[config.mk]
export PLATFORM = sky130hd
export DESIGN_NAME = timezone_date_hour_shift_unit
export DESIGN_NICKNAME = d
export VERILOG_FILES = /design/src/design/tdhs_pkg.sv /design/src/design/tdhs_calc.sv /design/src/design/timezone_date_hour_shift_unit.sv
export SDC_FILE = /design/constraint.sdc
export NUM_CORES = 1
export LEC_CHECK = 0
export BUFFER_PORTS_ARGS = -buffer_cell sky130_fd_sc_hd__buf_2
export CAP_MARGIN = 10
export CORE_MARGIN = 3
export CORE_UTILIZATION = 60
export CTS_BUF_LIST = sky130_fd_sc_hd__clkbuf_8
export CTS_CLUSTER_SIZE = 40
export DETAILED_ROUTE_END_ITERATION = 8
export PLACE_DENSITY = 0.92
export SLEW_MARGIN = 20
export SYNTH_ARGS = -nofsm -noshare
export SYNTH_HDL_FRONTEND = slang
export SYNTH_SLANG_ARGS = --single-unit
[constraint.sdc]
create_clock -name clock -period 10.23 [get_ports clock]
set_clock_uncertainty 0.1 [all_clocks]
set_input_delay 2.046 -clock clock [delete_from_list [all_inputs] [get_ports clock]]
set_output_delay 2.046 -clock clock [all_outputs]
set_load 0.005 [all_outputs]
[src/design/tdhs_pkg.sv]
// ----------------------------------------------------------------------------
// tdhs_pkg
// shared types, month codes and calendar helpers for the date/hour shifter
// ----------------------------------------------------------------------------
package tdhs_pkg;

   localparam int YearWidth   = 14;
   localparam int MonthWidth  = 4;
   localparam int DayWidth    = 5;
   localparam int HourWidth   = 5;
   localparam int OffsetWidth = 5;

   localparam int HoursPerDay   = 24;
   localparam int MonthsPerYear = 12;

   // month codes
   localparam logic [MonthWidth-1:0] MonthJan = 4'd1;
   localparam logic [MonthWidth-1:0] MonthFeb = 4'd2;
   localparam logic [MonthWidth-1:0] MonthMar = 4'd3;
   localparam logic [MonthWidth-1:0] MonthMay = 4'd5;
   localparam logic [MonthWidth-1:0] MonthJul = 4'd7;
   localparam logic [MonthWidth-1:0] MonthAug = 4'd8;
   localparam logic [MonthWidth-1:0] MonthOct = 4'd10;
   localparam logic [MonthWidth-1:0] MonthDec = 4'd12;
   localparam logic [MonthWidth-1:0] MonthNone = 4'd0;

   localparam logic [DayWidth-1:0] DaysLong     = 5'd31;
   localparam logic [DayWidth-1:0] DaysShort    = 5'd30;
   localparam logic [DayWidth-1:0] DaysFebLeap  = 5'd29;
   localparam logic [DayWidth-1:0] DaysFebPlain = 5'd28;

   // divisibility by 25 on a 12-bit value: multiply by the inverse of 25
   // modulo 2^12 and compare against floor((2^12 - 1) / 25)
   localparam int Div25Width = 12;
   localparam logic [Div25Width-1:0] Div25Inverse = 12'd3113;
   localparam logic [Div25Width-1:0] Div25Limit   = 12'((2 ** Div25Width - 1) / 25);

   typedef struct packed {
      logic [YearWidth-1:0]  year;
      logic [MonthWidth-1:0] month;
      logic [DayWidth-1:0]   day;
      logic [HourWidth-1:0]  hour;
   } date_type;

   function automatic logic div_by_25(input logic [Div25Width-1:0] value);
      logic [Div25Width-1:0] prod;
      prod = Div25Width'(value * Div25Inverse);
      return prod <= Div25Limit;
   endfunction

   // leap when divisible by 4 and not 100, or by 400 and not 3200
   function automatic logic is_leap(input logic [YearWidth-1:0] year);
      logic div4;
      logic div100;
      logic div400;
      logic div3200;
      div4    = (year[1:0] == 2'd0);
      div100  = div4 && div_by_25(year[13:2]);
      div400  = (year[3:0] == 4'd0) && div_by_25({2'b00, year[13:4]});
      div3200 = (year[6:0] == 7'd0) && div_by_25({5'b00000, year[13:7]});
      return (div4 && !div100) || (div400 && !div3200);
   endfunction

   function automatic logic [DayWidth-1:0] month_length(input logic [YearWidth-1:0]  year,
                                                        input logic [MonthWidth-1:0] month);
      logic [DayWidth-1:0] len;
      case (month)
         MonthFeb: len = is_leap(year) ? DaysFebLeap : DaysFebPlain;
         MonthJan, MonthMar, MonthMay, MonthJul,
         MonthAug, MonthOct, MonthDec: len = DaysLong;
         default: len = DaysShort;
      endcase
      return len;
   endfunction

endpackage

[src/design/tdhs_calc.sv]
// ----------------------------------------------------------------------------
// tdhs_calc
// applies the hour offset and carries or borrows through day, month and year
// ----------------------------------------------------------------------------
module tdhs_calc (
   input  tdhs_pkg::date_type                       date_i,
   input  logic signed [tdhs_pkg::OffsetWidth-1:0]  offset_i,
   output tdhs_pkg::date_type                       date_o
);

   logic signed [6:0] hour_sum;
   logic signed [6:0] day_step;
   logic signed [6:0] day_fix;
   logic signed [6:0] cur_len;
   logic signed [6:0] prev_len;
   logic signed [5:0] month_step;
   logic signed [5:0] month_fix;
   logic [tdhs_pkg::YearWidth-1:0] year_fix;
   logic [tdhs_pkg::HourWidth-1:0] hour_fix;
   logic [tdhs_pkg::DayWidth-1:0]  len_now;
   logic [tdhs_pkg::DayWidth-1:0]  len_prev;

   always_comb begin
      len_now = tdhs_pkg::month_length(date_i.year, date_i.month);

      // previous month length, month 0 steps back to a 30-day code
      if (date_i.month == tdhs_pkg::MonthJan) begin
         len_prev = tdhs_pkg::DaysLong;
      end else if (date_i.month == tdhs_pkg::MonthNone) begin
         len_prev = tdhs_pkg::DaysShort;
      end else begin
         len_prev = tdhs_pkg::month_length(date_i.year, date_i.month - 4'd1);
      end
      cur_len  = $signed({2'b00, len_now});
      prev_len = $signed({2'b00, len_prev});

      // hour step
      hour_sum = $signed({2'b00, date_i.hour}) + $signed({{2{offset_i[4]}}, offset_i});
      day_step = $signed({2'b00, date_i.day});
      if (hour_sum >= $signed(7'(tdhs_pkg::HoursPerDay))) begin
         hour_fix = hour_sum[4:0] - 5'(tdhs_pkg::HoursPerDay);
         day_step = day_step + 7'sd1;
      end else if (hour_sum < 7'sd0) begin
         hour_fix = hour_sum[4:0] + 5'(tdhs_pkg::HoursPerDay);
         day_step = day_step - 7'sd1;
      end else begin
         hour_fix = hour_sum[4:0];
      end

      // day step
      month_step = $signed({2'b00, date_i.month});
      day_fix    = day_step;
      if (day_step > cur_len) begin
         day_fix    = day_step - cur_len;
         month_step = month_step + 6'sd1;
      end else if (day_step <= 7'sd0) begin
         day_fix    = day_step + prev_len;
         month_step = month_step - 6'sd1;
      end

      // month step, year wraps modulo 2^14
      month_fix = month_step;
      year_fix  = date_i.year;
      if (month_step > $signed(6'(tdhs_pkg::MonthsPerYear))) begin
         month_fix = month_step - 6'(tdhs_pkg::MonthsPerYear);
         year_fix  = date_i.year + 14'd1;
      end else if (month_step <= 6'sd0) begin
         month_fix = month_step + 6'(tdhs_pkg::MonthsPerYear);
         year_fix  = date_i.year - 14'd1;
      end

      date_o.year  = year_fix;
      date_o.month = month_fix[3:0];
      date_o.day   = day_fix[4:0];
      date_o.hour  = hour_fix;
   end

endmodule

[src/design/timezone_date_hour_shift_unit.sv]
// path: an accepted req beat passes through the input register, then the result register, to its rsp beat
// throughput: one beat per cycle while rsp_stall is low, set by the single
//   calendar pass between the input register and the result register
// reset: synchronous, active high; clears both valid flags and sets the
//   timezone offset to zero
// ----------------------------------------------------------------------------
// timezone_date_hour_shift_unit
// adds a signed whole-hour offset to a date and hour, carrying into the date
// ----------------------------------------------------------------------------
module timezone_date_hour_shift_unit (
   input  logic                                      clock,
   input  logic                                      reset,
   // configuration write channel
   input  logic                                      csr_valid,
   output logic                                      csr_ready,
   input  logic signed [tdhs_pkg::OffsetWidth-1:0]   csr_tz_offset_hours,
   // request channel
   input  logic                                      req_valid,
   output logic                                      req_stall,
   input  logic [tdhs_pkg::YearWidth-1:0]            req_year_in,
   input  logic [tdhs_pkg::MonthWidth-1:0]           req_month_in,
   input  logic [tdhs_pkg::DayWidth-1:0]             req_day_in,
   input  logic [tdhs_pkg::HourWidth-1:0]            req_hour_in,
   // response channel
   output logic                                      rsp_valid,
   input  logic                                      rsp_stall,
   output logic [tdhs_pkg::YearWidth-1:0]            rsp_year_out,
   output logic [tdhs_pkg::MonthWidth-1:0]           rsp_month_out,
   output logic [tdhs_pkg::DayWidth-1:0]             rsp_day_out,
   output logic [tdhs_pkg::HourWidth-1:0]            rsp_hour_out
);

   // offset register
   logic signed [tdhs_pkg::OffsetWidth-1:0] offset_ff;
   logic signed [tdhs_pkg::OffsetWidth-1:0] offset_in;

   // input stage
   logic               in_valid_ff;
   logic               in_valid_in;
   tdhs_pkg::date_type in_date_ff;
   tdhs_pkg::date_type in_date_in;

   // result stage
   logic               out_valid_ff;
   logic               out_valid_in;
   tdhs_pkg::date_type out_date_ff;
   tdhs_pkg::date_type out_date_in;

   tdhs_pkg::date_type calc_date;
   logic               out_free;

   // register writes are always taken
   assign csr_ready = 1'b1;

   // the result stage can load when empty or when its beat leaves this cycle
   assign out_free  = !out_valid_ff || !rsp_stall;
   // input stage holds only when it is full and the result stage is blocked
   assign req_stall = in_valid_ff && !out_free;

   tdhs_calc u_calc (
      .date_i   (in_date_ff),
      .offset_i (offset_ff),
      .date_o   (calc_date)
   );

   always_comb begin
      offset_in = offset_ff;
      if (csr_valid && csr_ready) begin
         offset_in = csr_tz_offset_hours;
      end

      // input stage: take a new beat whenever not stalled
      in_valid_in = in_valid_ff;
      in_date_in  = in_date_ff;
      if (!req_stall) begin
         in_valid_in      = req_valid;
         in_date_in.year  = req_year_in;
         in_date_in.month = req_month_in;
         in_date_in.day   = req_day_in;
         in_date_in.hour  = req_hour_in;
      end

      // result stage: capture the shifted date as it moves forward
      out_valid_in = out_valid_ff;
      out_date_in  = out_date_ff;
      if (out_free) begin
         out_valid_in = in_valid_ff;
         out_date_in  = calc_date;
      end
   end

   always_ff @(posedge clock) begin
      if (reset) begin
         offset_ff    <= '0;
         in_valid_ff  <= 1'b0;
         out_valid_ff <= 1'b0;
      end else begin
         offset_ff    <= offset_in;
         in_valid_ff  <= in_valid_in;
         out_valid_ff <= out_valid_in;
      end
   end

   // payload registers, no reset
   always_ff @(posedge clock) begin
      in_date_ff  <= in_date_in;
      out_date_ff <= out_date_in;
   end

   assign rsp_valid     = out_valid_ff;
   assign rsp_year_out  = out_date_ff.year;
   assign rsp_month_out = out_date_ff.month;
   assign rsp_day_out   = out_date_ff.day;
   assign rsp_hour_out  = out_date_ff.hour;

endmodule

==> impl_metrics.prom, run 1 <==
# TYPE chip_impl_metric gauge
chip_impl_info{name="status",value="finished clean"} 1
chip_impl_metric{name="timing.max_slew.rel_slack",unit="%"} 41.5
chip_impl_metric{name="timing.final.hold_violations",unit=""} 0
chip_impl_metric{name="synth_async_sr_flop_share",unit="%"} 0
chip_impl_info{name="timing.hold.worst.class",value="reg -> reg"} 1
chip_impl_metric{name="number_of_placement_rows",unit=""} 35
chip_impl_metric{name="synthCells",unit=""} 579
chip_impl_metric{name="synthesis.nets",unit=""} 727
chip_impl_metric{name="die_y_extent",unit="um"} 104
chip_impl_metric{name="timing.final.setup_violations",unit=""} 0
chip_impl_metric{name="r2r.worst_path.cells",unit=""} 31
chip_impl_metric{name="worst_slew_pin_slew",unit="ns"} 0.872
chip_impl_metric{name="first_pass_grt_wire_length",unit="mm"} 21.5
chip_impl_metric{name="internal_dissipation",unit="W"} 0.000571
chip_impl_metric{name="total_routing_resource_utilization_after_global_routing",unit="%"} 24.0
chip_impl_metric{name="cts.hold.buffers_added",unit=""} 0
chip_impl_metric{name="clockPowerShare",unit="%"} 22.1
chip_impl_metric{name="tritoncts.num_buffers",unit=""} 9
chip_impl_metric{name="period_share",unit="%"} 75.9
chip_impl_metric{name="starting_density",unit="%"} 62.3
chip_impl_info{name="reg2reg_launch_point",value="in_date_ff[26]"} 1
chip_impl_metric{name="switching_share",unit="%"} 37.0
chip_impl_metric{name="n_fill_cell",unit=""} 696
chip_impl_info{name="start_to_end_type_of_the_worst_setup_path",value="reg -> reg"} 1
chip_impl_metric{name="antenna_violations_before_repair",unit=""} 0
chip_impl_metric{name="drv.max_cap_violation_count",unit=""} 0
chip_impl_info{name="worst_hold_startpoint",value="in_valid_ff"} 1
chip_impl_metric{name="gp_congestion",unit=""} 0.942
chip_impl_info{name="cp-startpoint",value="in_date_ff[26]"} 1
chip_impl_metric{name="p_leak",unit="nW"} 2.94
chip_impl_metric{name="die_area",unit="sq um"} 10900
chip_impl_metric{name="dr_total_vias",unit=""} 4654
chip_impl_info{name="post-synth-top-count-cell",value="sky130_fd_sc_hd__ha_1"} 1
chip_impl_metric{name="detail_route.wirelength",unit="mm"} 12.9
chip_impl_metric{name="drt_drc_violations_left",unit=""} 0
chip_impl_metric{name="final_net_count",unit=""} 792
chip_impl_metric{name="clkLatencyLatePin",unit="ns"} 0.35
chip_impl_metric{name="dp_hpwl",unit="mm"} 10.1
chip_impl_metric{name="cp_slowest_stage_delay",unit="ns"} 0.58
chip_impl_metric{name="chipWidth",unit="um"} 104
chip_impl_metric{name="post_synth.cell_area_avg",unit="sq um"} 10.0
chip_impl_metric{name="synth.yosys.seq_area_share",unit="%"} 31.4
chip_impl_metric{name="timing.setup.tns",unit="ns"} 0
chip_impl_metric{name="final_layout_size_suffix_gt1_share",unit="%"} 15.9
chip_impl_metric{name="top_level_ports",unit=""} 69
chip_impl_metric{name="holdWs",unit="ns"} 0.403
chip_impl_metric{name="hold_depth",unit=""} 2
chip_impl_metric{name="crit_fanout",unit=""} 17
chip_impl_metric{name="drt_first_pass_iters",unit=""} 7
chip_impl_metric{name="powerDensity",unit="nW/um^2"} 141
chip_impl_metric{name="irDropWorstVdd",unit="V"} 0.0000971
chip_impl_info{name="synth.top_cells.by_count",value="97 x sky130_fd_sc_hd__ha_1, 64 x sky130_fd_sc_hd__inv_1, 56 x sky130_fd_sc_hd__edfxtp_1"} 1
chip_impl_metric{name="global_route.overflow_total",unit=""} 0
chip_impl_metric{name="post_cts.repair.setup_buffers",unit=""} 0
chip_impl_metric{name="power.switching",unit="W"} 0.000335
chip_impl_info{name="tritoncts",value="yes"} 1
chip_impl_metric{name="synth_warnings",unit=""} 0
chip_impl_metric{name="largest_net_degree_at_the_start_of_global_routing",unit=""} 30
chip_impl_metric{name="areaGrowthSynthToFinish",unit="%"} 10.7
chip_impl_metric{name="combPwrFrac",unit="%"} 40.8
chip_impl_metric{name="cp_data_arrival_time",unit="ns"} 7.76
chip_impl_metric{name="dpl_ws",unit="ns"} 2.65
chip_impl_metric{name="clock-sinks",unit=""} 63
chip_impl_metric{name="synth_area",unit="sq um"} 5810
chip_impl_metric{name="wire_per_inst",unit="um"} 16.6
chip_impl_info{name="ys.flop_type",value="sky130_fd_sc_hd__edfxtp_1"} 1
chip_impl_info{name="cp-start-kind",value="flop"} 1
chip_impl_info{name="worst_setup_path_end_kind",value="flop"} 1
chip_impl_metric{name="design.core.area",unit="sq um"} 9330
chip_impl_metric{name="synth.lib_cells_used.distinct",unit=""} 69
chip_impl_metric{name="grt_pass1_vias",unit=""} 4591
chip_impl_metric{name="finalMaxSlewViolations",unit=""} 0
chip_impl_metric{name="max-clock-path-buffers",unit=""} 2
chip_impl_metric{name="yosys_register_bits",unit=""} 63
chip_impl_info{name="synth.top_cells.by_area",value="sky130_fd_sc_hd__edfxtp_1 29%, sky130_fd_sc_hd__ha_1 21%, sky130_fd_sc_hd__xnor2_1 6.0%, sky130_fd_sc_hd__fa_1 4.5%, sky130_fd_sc_hd__inv_1 4.1%"} 1
chip_impl_info{name="rsz0062_at_grt",value="no"} 1
chip_impl_metric{name="synth-edff-count",unit=""} 56
chip_impl_metric{name="worst_setup_hold_path_clk_slew",unit="ns"} 0.08
chip_impl_metric{name="share_seq_of_total_power",unit="%"} 37.1
chip_impl_metric{name="cp.required",unit="ns"} 10.23
chip_impl_metric{name="max_clock_freq",unit="MHz"} 129
chip_impl_metric{name="drt_iter0_markers",unit=""} 252
chip_impl_info{name="slowest_stage",value="sky130_fd_sc_hd__edfxtp_1"} 1
chip_impl_metric{name="period_needed",unit="ns"} 7.76
chip_impl_metric{name="post_cts_resized",unit=""} 0
chip_impl_info{name="clk_root_buffer_cell",value="sky130_fd_sc_hd__clkbuf_8"} 1
chip_impl_metric{name="postLayoutSetupSlackWorst",unit="ns"} 2.47
chip_impl_metric{name="antenna_left",unit=""} 0
chip_impl_metric{name="place.port_buffers",unit=""} 67
chip_impl_metric{name="synth_largest_type_area_fraction",unit="%"} 28.9
chip_impl_metric{name="cts.htree.levels",unit=""} 3
chip_impl_info{name="synth_area_leader_cell",value="sky130_fd_sc_hd__edfxtp_1"} 1
chip_impl_metric{name="via_per_inst",unit=""} 5.97
## cell type report
type / count / area (sq um) / area share (%)
antenna: 1 / 2.50 / 0.0389
tap: 129 / 161 / 2.51
clock buffer: 9 / 124 / 1.93
timing repair buffer: 69 / 350 / 5.45
multi-input combinational: 437 / 3680 / 57.2
clock inverter: 7 / 55.1 / 0.856
inverter: 64 / 240 / 3.73
sequential: 63 / 1820 / 28.3
## worst max-delay path, delay by kind of cell, from the launching register on
kind | cells | cell delay [ns]
flops | 1 | 0.58
xor+xnor | 2 | 0.36
compound gates | 14 | 2.84
buf+inv | 4 | 0.24
fa+ha+maj | 7 | 2.44
simple gates | 4 | 0.93
## state kept, by name (all words and copies together), names as in the netlist
register and flops:
rsp_year_out 14, rsp_valid 1, in_date_ff 28, rsp_day_out 5
in_valid_ff 1, offset_ff 5, rsp_hour_out 5, rsp_month_out 4
## worst paths after layout
check | to | slack (ns)
max | rsp_year_out[10] | 2.47
max reg2reg | rsp_year_out[10] | 2.47
min reg2reg | rsp_valid | 0.40
min | rsp_valid | 0.40
## metal layers
layer	wire (um)	part of all wire, %	global-route usage (%)	vias to the layer above
li1	-	-	-	2238
met1	5440	42	31.2	2208
met2	6260	48	40.7	184
met3	1030	8.0	5.59	24
met4	184	1.4	5.70	0
met5	0	0	0	-
## logic make-up after synthesis
| family | Yosys count | synth area share, % |
|---|---|---|
| AOI/OAI and AO/OA | 122 | 15.3 |
| buffers and inverters | 79 | 5.34 |
| adders and majority gates | 110 | 25.4 |
| other | 1 | 0.0646 |
| DFF | 63 | 31.4 |
| muxes | 9 | 1.59 |
| xor gates and xnor gates | 59 | 9.02 |
| and+or+nand+nor | 136 | 11.9 |
## power groups by stage
stage | clock (W) | combinational, W | sequential (W)
floorplan | 0 | 0.000271 | 0.000336
global placement | 0 | 0.000345 | 0.000340
detailed placement | 0 | 0.000366 | 0.000341
CTS | 0.000202 | 0.000369 | 0.000336
global route | 0.000214 | 0.000415 | 0.000340
finish | 0.000201 | 0.000369 | 0.000336
## cell usage in the layout (no fill, tap or decap), drive strengths merged, types with 9 or more instances in the layout
cell type and instances:
nor2 28, nand2 25, xor2 18, ha 97, o31ai 11, nor3 19, a21o 9, edfxtp 56
fa 13, nand3 18, clkbuf 9, o21ai 16, buf 69, xnor2 41, or3 9, inv 66
a21oi 32
## per-stage QoR
| stage | total power (W) | std cells | cell area, sq um | util (%) |
|---|---|---|---|---|
| 4_1_cts | 0.000907 | 778 | 6430 | 68.9 |
| 3_3_place_gp | 0.000686 | 762 | 6250 | 67.0 |
| 5_1_grt | 0.000969 | 778 | 6430 | 68.9 |
| 2_1_floorplan | 0.000607 | 579 | 5810 | - |
| 3_5_place_dp | 0.000708 | 762 | 6250 | 67.0 |
| 6_report | 0.000906 | 779 | 6430 | 69.0 |
Note: power is estimated with default switching activity, not from simulation.
==> run 2, diff against run 1 <==
Clock period 10.23 ns to 7.2 ns, I/O delays scaled along.
==> run 2 against run 1 <==
Fmax is 12% higher; non-clock buffer count up 25; die area unchanged; cell count grew 3.1%; sequential cell count unchanged; largest power group unchanged; worst hold slack gained 0.0094 ns; clock power rose by 75%; first-iteration DRC count grew 89%; power rose by 56%; sequential share of layout area down 1.4 points; largest cell class unchanged.
==> impl_metrics.prom, run 2 (synthesized netlist as in run 1, its figures left out) <==
# TYPE chip_impl_metric gauge
chip_impl_info{name="status",value="finished clean"} 1
chip_impl_metric{name="gp_congestion",unit=""} 0.970
chip_impl_metric{name="dpl_ws",unit="ns"} 0.131
chip_impl_info{name="critical_path.top_delay_family",value="compound AO/OA/AOI/OAI gates"} 1
chip_impl_metric{name="global_route.overflow_total",unit=""} 0
chip_impl_metric{name="areaGrowthSynthToFinish",unit="%"} 16.6
chip_impl_info{name="worst_setup_path_end_kind",value="flop"} 1
chip_impl_metric{name="drv.max_cap_violation_count",unit=""} 0
chip_impl_metric{name="clock-sinks",unit=""} 63
chip_impl_metric{name="place.detailed.instances",unit=""} 778
chip_impl_metric{name="drt_first_pass_iters",unit=""} 5
chip_impl_metric{name="tritoncts.num_buffers",unit=""} 9
chip_impl_metric{name="number_of_placement_rows",unit=""} 35
chip_impl_metric{name="final_net_count",unit=""} 817
chip_impl_metric{name="antenna_violations_before_repair",unit=""} 0
chip_impl_metric{name="place.port_buffers",unit=""} 67
chip_impl_metric{name="cp_num_buf_inv",unit=""} 3
chip_impl_metric{name="placement.cell_area",unit="sq um"} 6370
chip_impl_metric{name="worst_slew_pin_slew",unit="ns"} 1.12
chip_impl_metric{name="first_pass_grt_wire_length",unit="mm"} 23.8
chip_impl_info{name="final_cell_mix",value="93 x sky130_fd_sc_hd__ha_1, 67 x sky130_fd_sc_hd__buf_2, 64 x sky130_fd_sc_hd__inv_1"} 1
chip_impl_metric{name="die_area",unit="sq um"} 10900
chip_impl_metric{name="max-clock-path-buffers",unit=""} 2
chip_impl_metric{name="die_y_extent",unit="um"} 104
chip_impl_info{name="slowest_stage",value="sky130_fd_sc_hd__edfxtp_1"} 1
chip_impl_metric{name="crit_fanout",unit=""} 7
chip_impl_metric{name="clkLatencyLatePin",unit="ns"} 0.36
chip_impl_metric{name="dr_total_vias",unit=""} 4894
chip_impl_metric{name="period_share",unit="%"} 96.1
chip_impl_metric{name="dp_hpwl",unit="mm"} 11.1
chip_impl_metric{name="largest_net_degree_at_the_start_of_global_routing",unit=""} 30
chip_impl_metric{name="cp_data_arrival_time",unit="ns"} 6.97
chip_impl_metric{name="powerDensity",unit="nW/um^2"} 209
chip_impl_metric{name="chipWidth",unit="um"} 104
chip_impl_metric{name="final_layout_size_suffix_gt1_share",unit="%"} 21.5
chip_impl_metric{name="cp_slowest_stage_delay",unit="ns"} 0.51
chip_impl_metric{name="p_leak",unit="nW"} 3.10
chip_impl_metric{name="holdWs",unit="ns"} 0.413
chip_impl_metric{name="largest_reg_flops",unit=""} 28
chip_impl_metric{name="cp.required",unit="ns"} 7.25
chip_impl_metric{name="timing.final.setup_violations",unit=""} 0
chip_impl_metric{name="period_needed",unit="ns"} 6.92
chip_impl_metric{name="total_routing_resource_utilization_after_global_routing",unit="%"} 27.2
chip_impl_metric{name="antenna_left",unit=""} 0
chip_impl_metric{name="max_clock_freq",unit="MHz"} 145
chip_impl_info{name="cp-start-kind",value="flop"} 1
chip_impl_metric{name="design.core.area",unit="sq um"} 9330
chip_impl_info{name="layout_commonest_cell",value="sky130_fd_sc_hd__ha_1"} 1
chip_impl_metric{name="drt_drc_violations_left",unit=""} 0
chip_impl_metric{name="power",unit="W"} 0.00142
chip_impl_metric{name="top_level_ports",unit=""} 69
chip_impl_metric{name="count_of_placed_standard_cells_in_the_final_layout_fillers_left_out",unit=""} 803
chip_impl_metric{name="detail_route.wirelength",unit="mm"} 14.9
chip_impl_metric{name="cts.htree.levels",unit=""} 3
chip_impl_metric{name="worst_setup_hold_path_clk_slew",unit="ns"} 0.07
chip_impl_info{name="tritoncts",value="yes"} 1
chip_impl_metric{name="cts.hold.buffers_added",unit=""} 0
chip_impl_metric{name="finish.instance_area",unit="sq um"} 6770
chip_impl_metric{name="wire_per_inst",unit="um"} 18.6
chip_impl_info{name="clk_root_buffer_cell",value="sky130_fd_sc_hd__clkbuf_8"} 1
chip_impl_metric{name="irDropWorstVdd",unit="V"} 0.000161
chip_impl_info{name="start_to_end_type_of_the_worst_setup_path",value="reg -> reg"} 1
chip_impl_metric{name="drt_iter0_markers",unit=""} 476
chip_impl_metric{name="grt_pass1_vias",unit=""} 4918
chip_impl_metric{name="timing.final.hold_violations",unit=""} 0
chip_impl_metric{name="postLayoutSetupSlackWorst",unit="ns"} 0.280
chip_impl_metric{name="via_per_inst",unit=""} 6.09
chip_impl_metric{name="finalMaxSlewViolations",unit=""} 0
chip_impl_info{name="crit_path_frequent_cell",value="sky130_fd_sc_hd__ha_1"} 1
chip_impl_metric{name="timing.max_slew.rel_slack",unit="%"} 25.1
chip_impl_metric{name="starting_density",unit="%"} 62.3
chip_impl_info{name="timing.hold.worst.class",value="reg -> reg"} 1
chip_impl_metric{name="antenna_cells",unit=""} 0
chip_impl_info{name="top_register",value="in_date_ff"} 1
==> run 2: layout make-up <==
cell class | count | area, sq um
well taps | 129 | 161
clock inverters | 6 | 85.1
repair buffers | 94 | 538
clock buffers | 10 | 138
multi-input cells | 437 | 3790
inverters | 64 | 240
fillers | 651 | 2550
flip-flops and latches | 63 | 1820
==> run 2: tightest hold or removal path: stages, from the launching register on <==
cell                      delay (ns)
sky130_fd_sc_hd__dfxtp_1        0.34
sky130_fd_sc_hd__a21oi_1        0.05
sky130_fd_sc_hd__nor2_1         0.09
==> run 2: routing by layer <==
layer	part of all wire (%)	GRT usage [%]	routed length (um)	up-vias
met4	2.6	8.26	389	0
li1	-	-	-	2284
met3	7.1	5.34	1060	46
met5	0	0	0	-
met2	51	47.4	7550	275
met1	40	34.1	5920	2289
==> run 2: worst paths after layout <==
| path | start | depth (start not counted) | to | slack, ns |
|---|---|---|---|---|
| setup / recovery | in_date_ff[21] | 32 | rsp_year_out[8] | 0.28 |
| hold / removal | in_valid_ff | 2 | rsp_valid | 0.41 |
| hold reg to reg | in_valid_ff | 2 | rsp_valid | 0.41 |
| setup reg to reg | in_date_ff[21] | 32 | rsp_year_out[8] | 0.28 |
==> run 2: repair_timing <==
action,CTS,global route
setup endpoints to repair,8,16
buffers inserted,2,7
hold endpoints to repair,0,0
gates resized for setup,1,21
pin swaps,1,10
==> run 2: power by group <==
part	leakage, nW	total (W)	internal [W]	switching, W
sequential	0.646	0.000471	0.000446	0.0000252
clock	0.114	0.000351	0.000203	0.000148
combinational	2.34	0.000595	0.000266	0.000328
==> run 2: through the flow <==
stage | util, % | setup TNS, ns
3_5_place_dp | 68.3 | 0
5_1_grt | 72.6 | -0.772
3_3_place_gp | 68.3 | 0
4_1_cts | 70.9 | 0
6_report | 72.6 | 0
2_1_floorplan | - | 0
==> run 3, diff against run 2 <==
Settings changed: RECOVER_POWER set to 50.
==> run 3 against run 2 <==
The run now ends with capacitance limit, slew limit left; routed wire length barely moved; final area decreased by 0.15%; via count grew 0.18%; combinational power hardly changed; worst hold slack gained 0.00064 ns; power about the same; sequential power is essentially flat; non-clock buffer count stayed put; register-to-register slack gained 0.03 ns; global-route usage unchanged; cell count did not move; critical path type unchanged; largest power group unchanged.
==> impl_metrics.prom, run 3 (synthesized netlist as in run 1, its figures left out) <==
# TYPE chip_impl_metric gauge
chip_impl_info{name="status",value="finished with violations"} 1
chip_impl_info{name="violated_checks",value="capacitance limit, slew limit"} 1
chip_impl_metric{name="n_fill_cell",unit=""} 656
chip_impl_metric{name="finalMaxSlewViolations",unit=""} 59
chip_impl_info{name="final_cell_mix",value="93 x sky130_fd_sc_hd__ha_1, 65 x sky130_fd_sc_hd__buf_2, 64 x sky130_fd_sc_hd__inv_1"} 1
chip_impl_metric{name="max-clock-path-buffers",unit=""} 2
chip_impl_metric{name="wire_per_inst",unit="um"} 18.6
chip_impl_metric{name="drt_first_pass_iters",unit=""} 5
chip_impl_metric{name="first_pass_grt_wire_length",unit="mm"} 23.8
chip_impl_info{name="timing.hold.worst.class",value="reg -> reg"} 1
chip_impl_metric{name="detail_route.wirelength",unit="mm"} 14.9
chip_impl_metric{name="r2r.worst_path.cells",unit=""} 32
chip_impl_metric{name="gp_congestion",unit=""} 0.970
chip_impl_metric{name="max_clock_freq",unit="MHz"} 145
chip_impl_metric{name="timing.max_slew.rel_slack",unit="%"} -13.7
chip_impl_metric{name="die_area",unit="sq um"} 10900
chip_impl_info{name="start_to_end_type_of_the_worst_setup_path",value="reg -> reg"} 1
chip_impl_metric{name="cp_slowest_stage_delay",unit="ns"} 0.51
chip_impl_metric{name="irDropWorstVdd",unit="V"} 0.000161
chip_impl_metric{name="cts.htree.levels",unit=""} 3
chip_impl_metric{name="drt_drc_violations_left",unit=""} 0
chip_impl_metric{name="timing.final.setup_violations",unit=""} 0
chip_impl_info{name="holdPathEnd",value="rsp_valid"} 1
chip_impl_info{name="cp-start-kind",value="flop"} 1
chip_impl_metric{name="number_of_placement_rows",unit=""} 35
chip_impl_info{name="tritoncts",value="yes"} 1
chip_impl_metric{name="antenna_violations_before_repair",unit=""} 0
chip_impl_info{name="crit_path_frequent_cell",value="sky130_fd_sc_hd__ha_1"} 1
chip_impl_metric{name="cp_data_arrival_time",unit="ns"} 6.95
chip_impl_metric{name="die_y_extent",unit="um"} 104
chip_impl_metric{name="design.core.area",unit="sq um"} 9330
chip_impl_metric{name="clkLatencyLatePin",unit="ns"} 0.36
chip_impl_metric{name="cp.required",unit="ns"} 7.26
chip_impl_metric{name="global_route.overflow_total",unit=""} 0
chip_impl_metric{name="areaGrowthSynthToFinish",unit="%"} 16.4
chip_impl_metric{name="place.port_buffers",unit=""} 67
chip_impl_metric{name="regToRegSetupSlack",unit="ns"} 0.31
chip_impl_metric{name="chipWidth",unit="um"} 104
chip_impl_metric{name="clock-sinks",unit=""} 63
chip_impl_metric{name="largest_net_degree_at_the_start_of_global_routing",unit=""} 30
chip_impl_metric{name="powerDensity",unit="nW/um^2"} 209
chip_impl_metric{name="p_leak",unit="nW"} 3.08
chip_impl_info{name="slowest_stage",value="sky130_fd_sc_hd__edfxtp_1"} 1
chip_impl_info{name="clk_root_buffer_cell",value="sky130_fd_sc_hd__clkbuf_8"} 1
chip_impl_info{name="worst_setup_path_end_kind",value="flop"} 1
chip_impl_info{name="reg2reg_launch_point",value="in_date_ff[21]"} 1
chip_impl_metric{name="timing.final.hold_violations",unit=""} 0
chip_impl_metric{name="cts.hold.buffers_added",unit=""} 0
chip_impl_metric{name="final_layout_size_suffix_gt1_share",unit="%"} 20.9
chip_impl_metric{name="hold_depth",unit=""} 2
chip_impl_metric{name="starting_density",unit="%"} 62.3
chip_impl_metric{name="top_level_ports",unit=""} 69
chip_impl_metric{name="tritoncts.num_buffers",unit=""} 9
chip_impl_info{name="ff_to_ff_end",value="rsp_year_out[8]"} 1
chip_impl_metric{name="grt_pass1_vias",unit=""} 4918
chip_impl_metric{name="worst_slew_pin_slew",unit="ns"} 1.71
chip_impl_metric{name="final_net_count",unit=""} 817
chip_impl_metric{name="largest_reg_flops",unit=""} 28
chip_impl_metric{name="period_share",unit="%"} 95.7
chip_impl_metric{name="holdWs",unit="ns"} 0.413
chip_impl_metric{name="period_needed",unit="ns"} 6.89
chip_impl_metric{name="postLayoutCoreUtil",unit="%"} 72.5
chip_impl_metric{name="antenna_left",unit=""} 0
chip_impl_info{name="cp-startpoint",value="in_date_ff[21]"} 1
chip_impl_metric{name="crit_fanout",unit=""} 7
chip_impl_info{name="worst_hold_startpoint",value="in_valid_ff"} 1
chip_impl_metric{name="drt_iter0_markers",unit=""} 413
chip_impl_metric{name="dp_hpwl",unit="mm"} 11.1
chip_impl_info{name="top_register",value="in_date_ff"} 1
chip_impl_metric{name="total_routing_resource_utilization_after_global_routing",unit="%"} 27.2
chip_impl_metric{name="antenna_cells",unit=""} 0
chip_impl_metric{name="worst_setup_hold_path_clk_slew",unit="ns"} 0.07
chip_impl_metric{name="drv.max_cap_violation_count",unit=""} 2
chip_impl_metric{name="dr_total_vias",unit=""} 4903
chip_impl_metric{name="via_per_inst",unit=""} 6.11
chip_impl_info{name="layout_commonest_cell",value="sky130_fd_sc_hd__ha_1"} 1
[run 3: cell types whose count changed in the layout (fill, tap and decap cells not counted), sizes merged]
cell / delta
buf: -4
clkbuf: +4
[run 3: worst max-delay path by stage]
stage	to	slack, ns	depth (start not counted)
2_1_floorplan	rsp_year_out[8]	0.79	31
3_3_place_gp	rsp_year_out[8]	0.44	31
3_5_place_dp	rsp_year_out[6]	0.13	32
4_1_cts	rsp_year_out[4]	0.03	30
5_1_grt	rsp_year_out[8]	-0.14	30
6_report	rsp_year_out[8]	0.31	32
[run 3: where the power goes]
| group | internal [W] | leakage (nW) | total [W] | switching, W |
|---|---|---|---|---|
| Combinational | 0.000266 | 2.32 | 0.000594 | 0.000328 |
| Sequential | 0.000446 | 0.646 | 0.000471 | 0.0000253 |
| Clock | 0.000203 | 0.114 | 0.000351 | 0.000148 |
| Total | 0.000915 | 3.08 | 0.00142 | 0.000501 |
[run 3: critical path: cells and delay by family, from the launching register on]
family / cells / cell delay [ns]
AO/OA/AOI/OAI: 15 / 2.40
adder cells (fa/ha/maj): 8 / 2.22
AND/OR/NAND/NOR: 4 / 0.65
XOR/XNOR: 2 / 0.53
flip-flops: 1 / 0.51
buffers and inverters: 3 / 0.28
[run 3: cell type report]
cell class              instances  area [sq um]  share of cell area [%]
multi-input cells             437          3790                    56.0
inverters                      64           240                    3.55
repair buffers                 94           528                    7.81
clock inverters                 6          85.1                    1.26
well taps                     129           161                    2.39
clock buffers                  10           138                    2.03
flip-flops and latches         63          1820                    26.9
[run 3: repair_timing]
action,4_1_cts,5_1_grt
cloned,0,0
resized for setup,1,21
pin swaps,1,10
buffers inserted,2,7
endpoints found under the setup margin,8,16
[run 3: routing by layer]
metal	up-vias	part of all wire (%)	track usage [%]
li1	2286	-	-
met1	2316	40	34.1
met2	256	51	47.4
met3	45	7.3	5.34
met4	0	2.4	8.26
met5	-	0	0
[run 3: through the flow]
stage / setup TNS, ns / power, W / instance area (sq um) / instances / worst slack (ns)
finish: 0 / 0.00142 / 6760 / 803 / 0.307
floorplan: 0 / 0.000862 / 5810 / 579 / 0.787
global route: -0.772 / 0.00150 / 6760 / 803 / -0.140
detailed placement: 0 / 0.00102 / 6370 / 778 / 0.131
CTS: 0 / 0.00137 / 6620 / 796 / 0.0328
global placement: 0 / 0.000984 / 6370 / 778 / 0.438
